## src/rtl/core/dbwe_pkg.sv

```systemverilog
`default_nettype none

package dbwe_pkg;

    // Configuration register indexes.
    localparam logic [1:0] CFG_TICK_LENGTH   = 2'd0;
    localparam logic [1:0] CFG_TARGET_DELAY  = 2'd1;
    localparam logic [1:0] CFG_EWMA_GAIN     = 2'd2;
    localparam logic [1:0] CFG_BIAS_STEP     = 2'd3;

    // Reset values of the configuration registers.
    localparam logic [9:0]  TICK_LENGTH_RST  = 10'd30;
    localparam logic [9:0]  TARGET_DELAY_RST = 10'd170;
    localparam logic [8:0]  EWMA_GAIN_RST    = 9'd51;
    localparam logic [15:0] BIAS_STEP_RST    = 16'd655;

    // Operand selection codes for the shared divider.
    localparam logic [1:0] DIV_SEL_FLOOR  = 2'd0;
    localparam logic [1:0] DIV_SEL_SAMPLE = 2'd1;
    localparam logic [1:0] DIV_SEL_ALIGN  = 2'd2;

    // Delay used when the receiver timestamp is not after the send timestamp.
    localparam logic [31:0] REVERSED_DELAY_MS = 32'd252525;
    localparam logic [15:0] COUNT_MAX         = 16'hFFFF;
    localparam logic [8:0]  GAIN_ONE          = 9'd256;

    // Commands from the controller to the datapath.
    typedef struct packed {
        logic       in_load;
        logic       div_start;
        logic [1:0] div_sel;
        logic       floor_load;
        logic       sample_load;
        logic       align_load;
        logic       ewma_mul;
        logic       ewma_upd;
        logic       ack_inc;
        logic       win_factor;
        logic       win_scale;
        logic       win_hi;
        logic       win_lo;
        logic       win_sum;
        logic       out_load;
    } dbwe_cmd_t;

    // Status from the datapath to the controller.
    typedef struct packed {
        logic tick_end;
        logic div_busy;
        logic div_done;
        logic out_valid;
    } dbwe_status_t;

endpackage

`default_nettype wire

```

## src/rtl/core/dbwe_ctrl.sv

```systemverilog
`default_nettype none

module dbwe_ctrl
    import dbwe_pkg::*;
(
    input  wire logic          clk,
    input  wire logic          rst_n,
    input  wire logic          in_valid,
    output logic               in_ready,
    input  wire logic          out_ready,
    input  wire dbwe_status_t  st,
    output dbwe_cmd_t          cmd
);

    localparam logic [3:0] S_IDLE     = 4'd0;
    localparam logic [3:0] S_CHECK    = 4'd1;
    localparam logic [3:0] S_FLOOR_GO = 4'd2;
    localparam logic [3:0] S_FLOOR_WT = 4'd3;
    localparam logic [3:0] S_SMP_GO   = 4'd4;
    localparam logic [3:0] S_SMP_WT   = 4'd5;
    localparam logic [3:0] S_ALN_GO   = 4'd6;
    localparam logic [3:0] S_ALN_WT   = 4'd7;
    localparam logic [3:0] S_EWMA1    = 4'd8;
    localparam logic [3:0] S_EWMA2    = 4'd9;
    localparam logic [3:0] S_WIN1     = 4'd10;
    localparam logic [3:0] S_WIN2     = 4'd11;
    localparam logic [3:0] S_WIN3     = 4'd12;
    localparam logic [3:0] S_WIN4     = 4'd13;
    localparam logic [3:0] S_WIN5     = 4'd14;
    localparam logic [3:0] S_OUT      = 4'd15;

    logic [3:0] state_reg;
    logic [3:0] state_next;
    logic       out_free;

    assign out_free = !st.out_valid || out_ready;

    // Next state and command decode.
    always_comb
    begin
        state_next      = state_reg;
        cmd             = '0;
        cmd.div_sel     = DIV_SEL_FLOOR;
        in_ready        = 1'b0;
        case (state_reg)
            S_IDLE:
            begin
                in_ready = 1'b1;
                if (in_valid)
                begin
                    cmd.in_load = 1'b1;
                    state_next  = S_CHECK;
                end
            end
            S_CHECK:
            begin
                state_next = st.tick_end ? S_FLOOR_GO : S_WIN1;
            end
            S_FLOOR_GO:
            begin
                cmd.div_start = 1'b1;
                cmd.div_sel   = DIV_SEL_FLOOR;
                state_next    = S_FLOOR_WT;
            end
            S_FLOOR_WT:
            begin
                cmd.div_sel = DIV_SEL_FLOOR;
                if (st.div_done)
                begin
                    cmd.floor_load = 1'b1;
                    state_next     = S_SMP_GO;
                end
            end
            S_SMP_GO:
            begin
                cmd.div_start = 1'b1;
                cmd.div_sel   = DIV_SEL_SAMPLE;
                state_next    = S_SMP_WT;
            end
            S_SMP_WT:
            begin
                cmd.div_sel = DIV_SEL_SAMPLE;
                if (st.div_done)
                begin
                    cmd.sample_load = 1'b1;
                    state_next      = S_ALN_GO;
                end
            end
            S_ALN_GO:
            begin
                cmd.div_start = 1'b1;
                cmd.div_sel   = DIV_SEL_ALIGN;
                state_next    = S_ALN_WT;
            end
            S_ALN_WT:
            begin
                cmd.div_sel = DIV_SEL_ALIGN;
                if (st.div_done)
                begin
                    cmd.align_load = 1'b1;
                    state_next     = S_EWMA1;
                end
            end
            S_EWMA1:
            begin
                cmd.ewma_mul = 1'b1;
                state_next   = S_EWMA2;
            end
            S_EWMA2:
            begin
                cmd.ewma_upd = 1'b1;
                state_next   = S_WIN1;
            end
            S_WIN1:
            begin
                cmd.ack_inc    = 1'b1;
                cmd.win_factor = 1'b1;
                state_next     = S_WIN2;
            end
            S_WIN2:
            begin
                cmd.win_scale = 1'b1;
                state_next    = S_WIN3;
            end
            S_WIN3:
            begin
                cmd.win_hi = 1'b1;
                state_next = S_WIN4;
            end
            S_WIN4:
            begin
                cmd.win_lo = 1'b1;
                state_next = S_WIN5;
            end
            S_WIN5:
            begin
                cmd.win_sum = 1'b1;
                state_next  = S_OUT;
            end
            S_OUT:
            begin
                if (out_free)
                begin
                    cmd.out_load = 1'b1;
                    state_next   = S_IDLE;
                end
            end
            default:
            begin
                state_next = S_IDLE;
            end
        endcase
    end

    // State register.
    always_ff @(posedge clk or negedge rst_n)
    begin
        if (!rst_n)
        begin
            state_reg <= S_IDLE;
        end
        else
        begin
            state_reg <= state_next;
        end
    end

    // The divider is never restarted while it is still iterating.
    assert property (@(posedge clk) disable iff (!rst_n)
        cmd.div_start |-> !st.div_busy)
        else $error("divider started while busy");

    // A finished division is only reported while the controller waits for one.
    assert property (@(posedge clk) disable iff (!rst_n)
        st.div_done |-> (state_reg == S_FLOOR_WT || state_reg == S_SMP_WT ||
                         state_reg == S_ALN_WT))
        else $error("divider result arrived outside a wait state");

    // A waiting result is never overwritten before it is taken.
    assert property (@(posedge clk) disable iff (!rst_n)
        cmd.out_load |-> (!st.out_valid || out_ready))
        else $error("output register overwritten");

    // Accepting an item drops in_ready, so the next item waits for this one's result.
    assert property (@(posedge clk) disable iff (!rst_n)
        cmd.in_load |=> !in_ready)
        else $error("item accepted while previous item in flight");

endmodule

`default_nettype wire

```

## config.mk

```make
export PLATFORM = sky130hd
export DESIGN_NAME = dbwe_ctrl
export DESIGN_NICKNAME = d
export VERILOG_FILES = /design/src/rtl/core/dbwe_pkg.sv /design/src/rtl/core/dbwe_ctrl.sv
export SDC_FILE = /design/constraint.sdc
export NUM_CORES = 1
export LEC_CHECK = 0
export BUFFER_PORTS_ARGS = -buffer_cell sky130_fd_sc_hd__buf_4
export CORE_AREA = 2 2 39 41
export DETAILED_ROUTE_END_ITERATION = 7
export DIE_AREA = 0 0 41 43
export HOLD_SLACK_MARGIN = 0.1
export PLACE_DENSITY = 0.65
export REMOVE_ABC_BUFFERS = 1
export SLEW_MARGIN = 40
export SYNTH_ARGS = -nofsm -noshare
export SYNTH_HDL_FRONTEND = slang
export SYNTH_SLANG_ARGS = --single-unit
export TNS_END_PERCENT = 20
```

## constraint.sdc

```tcl
create_clock -name clk -period 1.65 [get_ports clk]
set_clock_uncertainty 0.05 [all_clocks]
set_input_delay 0.165 -clock clk [delete_from_list [all_inputs] [get_ports clk]]
set_output_delay 0.165 -clock clk [all_outputs]
set_load 0.1 [all_outputs]
```

; ---- Word-level counts from Yosys, hierarchy flattened
; Cells that the tools add are included.
[totals]
word_cells = 53
out_inout_bits = 17
regBits = 4
in_bits = 8
[op_classes]
n_eq_ne = 20
n_reduce_logical = 7
mux = 25
[op_table]
columns = op, count
row1 = one-hot mux 4 bit (16 select lines), 1
row2 = "== test 4 bit, second input constant", 8
row3 = 2-to-1 mux 4 bit, 6
row4 = "== test 4 x 3 -> 1 bit, second input constant", 4
row5 = 2-to-1 mux 1 bit, 16
row6 = "inequality test 2 bit, second input constant", 5
row7 = "== test 4 x 2 -> 1 bit, second input constant", 2
row8 = AND reduction 5 bit, 1
row9 = "== test 4 x 1 -> 1 bit, second input constant", 1
row10 = zero test 4 bit, 1
row11 = one-hot mux 2 bit (2 select lines), 1
row12 = OR reduction 2 bit, 2
row13 = OR reduction 3 bit, 1
row14 = 2-to-1 mux 2 bit, 1
row15 = zero test 1 bit, 1
row16 = logical OR 1 bit, 1

; ---- Longest topological paths before layout
[depth]
word_depth = 4
mapped_depth = 5
depth_no_buf = 4

; ---- Least setup slack after synthesis
; Ideal clock, no wire load.
[synth_path]
path_type = flip-flop to output port
startpoint = register state_reg[3]
endpoint = output cmd[15] in the netlist's numbering
stages_incl_launch_ff = 4
arrival_time_ns = 3.226
path_slack_ns = -1.791
t_required_ns = 1.435
cell_sequence = dfrtp_1 buf_2 nor4_2 and2_1
[synth_lines]
columns = element, line_no
row1 = start: declaration, dbwe_ctrl.sv:32  ; logic [3:0] state_reg;
row2 = start signal: assignment, dbwe_ctrl.sv:164  ; state_reg <= state_next;
row3 = end: declaration, dbwe_ctrl.sv:12  ; output dbwe_cmd_t cmd

==> impl_metrics.ini <==
[place]
dpl_cell_area_um2 = 596
finalWeightedCongestion = 0.776
dp_cells = 95
numPortBuffers = 23
dp_hpwl_um = 796

[clock_tree]
ctsRootBufferMaster = clkbuf_4
h-tree-depth = 1
insertion_delay_ns = 0.23
path_clk_slew_ns = 0.04
clock_path_buffers = 2
clock_sinks = 4
cts_buffers = 3
cts_tree = built

[layout]
n_antenna_cell = 0
drive_above_1_share_pct = 49.4
syn_to_final_growth_pct = 77.3
final-seq-area_um2 = 104
final_net_count = 95
stdcell_count = 101
fin_area_um2 = 723
multi_input_area_um2 = 277
largest_register_ffs = 4
fillCellCount = 141

[route]
drt_iter0_drc = 3
wl_mm = 1.01
avgViaCountPerCell = 4.78
wl_per_cell_um = 10.0
drc_errors = 0
drt_pass1_iterations = 3
detail-route-antenna-nets = 0
vias = 483

[sta]
slew_violations = 0
setup_viol = 0
worst_pin_slew_ns = 0.279
relSlewSlack_pct = 81.6
hold_viol = 0
holdWs_ns = 0.164
rsz0062_at_grt = true
min_period_ns = 1.62
max_freq_mhz = 616
fin_crit_sh_pct = 98.4

[yosys]
synth_top_flop_cell = dfrtp_1
synth_area_per_cell_um2 = 7.28
ys_seq_area_share_pct = 24.5
yosysWarnings = 0
synth.distinct_cells = 24
netlist_area_um2 = 408
async_reset_ff_share_pct = 100
netlist_instances = 56
synth_edf_count = 0
ys_ff_latch = 4

[worst_setup_path]
reg2reg_depth = 5
arrival_ns = 1.41
crit_fanout = 8
cp-start-kind = flip-flop
path_class = flip-flop to output port
slowest_delay_ns = 0.46
cp-end-kind = output port
crit_path_top_delay_cell = dfrtp_2
cp.required_ns = 1.43
worstPathCellList = or2b_4 > nor3_2 > buf_6

[floorplanning]
start_util_pct = 29.5
row_count = 14
die_area_mm2 = 0.00176
io_pins = 25
core_mm2 = 0.00138
die_h_um = 43
die_w_um = 41

[grt]
grt_pass1_wl_mm = 1.57
grt_pass1_vias = 393
antenna_found_initial = 0
track_usage_pct = 13.2
overflow = 0
grt_max_degree = 9

[worst_hold_path]
hold_class = input port to flip-flop
min_path_cells = 3

[run_status]
status = finished, final reports clean

[run]
max-cap-violations = 0
==> timing repair <==
action,4_1_cts,5_1_grt
hold buffers,1,0
setup endpoints to repair,3,15
hold endpoints to repair,4,0
setup buffers,0,2
gates resized for setup,12,10
pin swaps,0,1
==> synth_stat cells (2+ instances only) <==
cell type / number / area, µm²
buf_4: 2 / 15.0
buf_6: 2 / 22.5
a21oi_1: 4 / 20.0
nor2_1: 11 / 41.3
nand3_1: 2 / 10.0
nor3_1: 5 / 25.0
dfrtp_1: 4 / 100
nand2_1: 6 / 22.5
nand2b_1: 2 / 12.5
o21a_1: 2 / 15.0
inv_1: 3 / 11.3
==> layout make-up <==
| cell class | count | area share [%] |
|---|---|---|
| multi-input cells | 44 | 38.2 |
| flip-flops and latches | 4 | 14.4 |
| clock buffers | 3 | 3.11 |
| repair buffers | 31 | 40.0 |
| well taps | 16 | 2.77 |
| inverters | 3 | 1.56 |
==> per-stage QoR <==
stage	setup TNS, ns	setup slack [ns]	util [%]
floorplan	-18.27	-1.83	-
global placement	0	0.185	43.0
detailed placement	0	0.178	43.0
CTS	-0.0141	-0.0141	48.9
global route	-0.179	-0.0350	52.3
finish	0	0.0256	52.3
==> kinds of logic (layout without fill, tap and decap cells) <==
family | after synthesis | count (layout) | synth area share [%]
AND/OR/NAND/NOR | 33 | 33 | 43.6
flip-flops | 4 | 4 | 24.5
buffers and inverters | 8 | 37 | 13.2
multiplexers | 1 | 1 | 2.76
AO/OA/AOI/OAI | 10 | 10 | 16.0
==> per-layer routing <==
layer,part of all wire [%],track usage [%],vias up
li1,-,-,248
met1,42,15.7,215
met2,51,20.3,20
met3,7.0,6.28,0
met4,0,4.00,0
met5,0,0,-
==> critical path, delay by kind of cell (launching register included) <==
kind / cells / cell delay [ns]
AND/OR/NAND/NOR: 2 / 0.47
flip-flops: 1 / 0.46
buffers and inverters: 1 / 0.24
==> layout by cell type (no fill, tap or decap) <==
master         instances
buf_4                 18
buf_6                 11
nor2_1                10
nand2_1                6
nor3_1                 4
a21oi_1                4
inv_1                  3
clkbuf_4               3
dfrtp_2                3
nand2b_1               2
nand3_1                2
o21a_1                 2
nor2_2                 1
or2b_4                 1
nand4_1                1
nor3_2                 1
nor4_4                 1
and2_4                 1
nand3b_4               1
o211ai_1               1
mux2_1                 1
nand3b_1               1
a2bb2oi_1              1
o21ai_1                1
o31a_1                 1
nor2b_1                1
dlygate4sd3_1          1
buf_12                 1
dfrtp_1                1
==> worst paths after layout <==
check                                    startpoint                       end  slack [ns]
setup / recovery           state_reg[3]$_DFFE_PN0P_                   cmd[10]        0.03
hold / removal                             in_valid  state_reg[0]$_DFFE_PN0P_        0.16
setup reg to reg           state_reg[0]$_DFFE_PN0P_  state_reg[2]$_DFFE_PN0P_        0.29
hold reg to reg            state_reg[1]$_DFFE_PN0P_  state_reg[1]$_DFFE_PN0P_        0.54
max in group asynchronous                     rst_n  state_reg[0]$_DFFE_PN0P_        1.23
min in group asynchronous                     rst_n  state_reg[2]$_DFFE_PN0P_        0.21
Power is left out: the tool's default activity adds up to more than one toggle a clock period on the data nets, which glitch-free logic cannot reach.
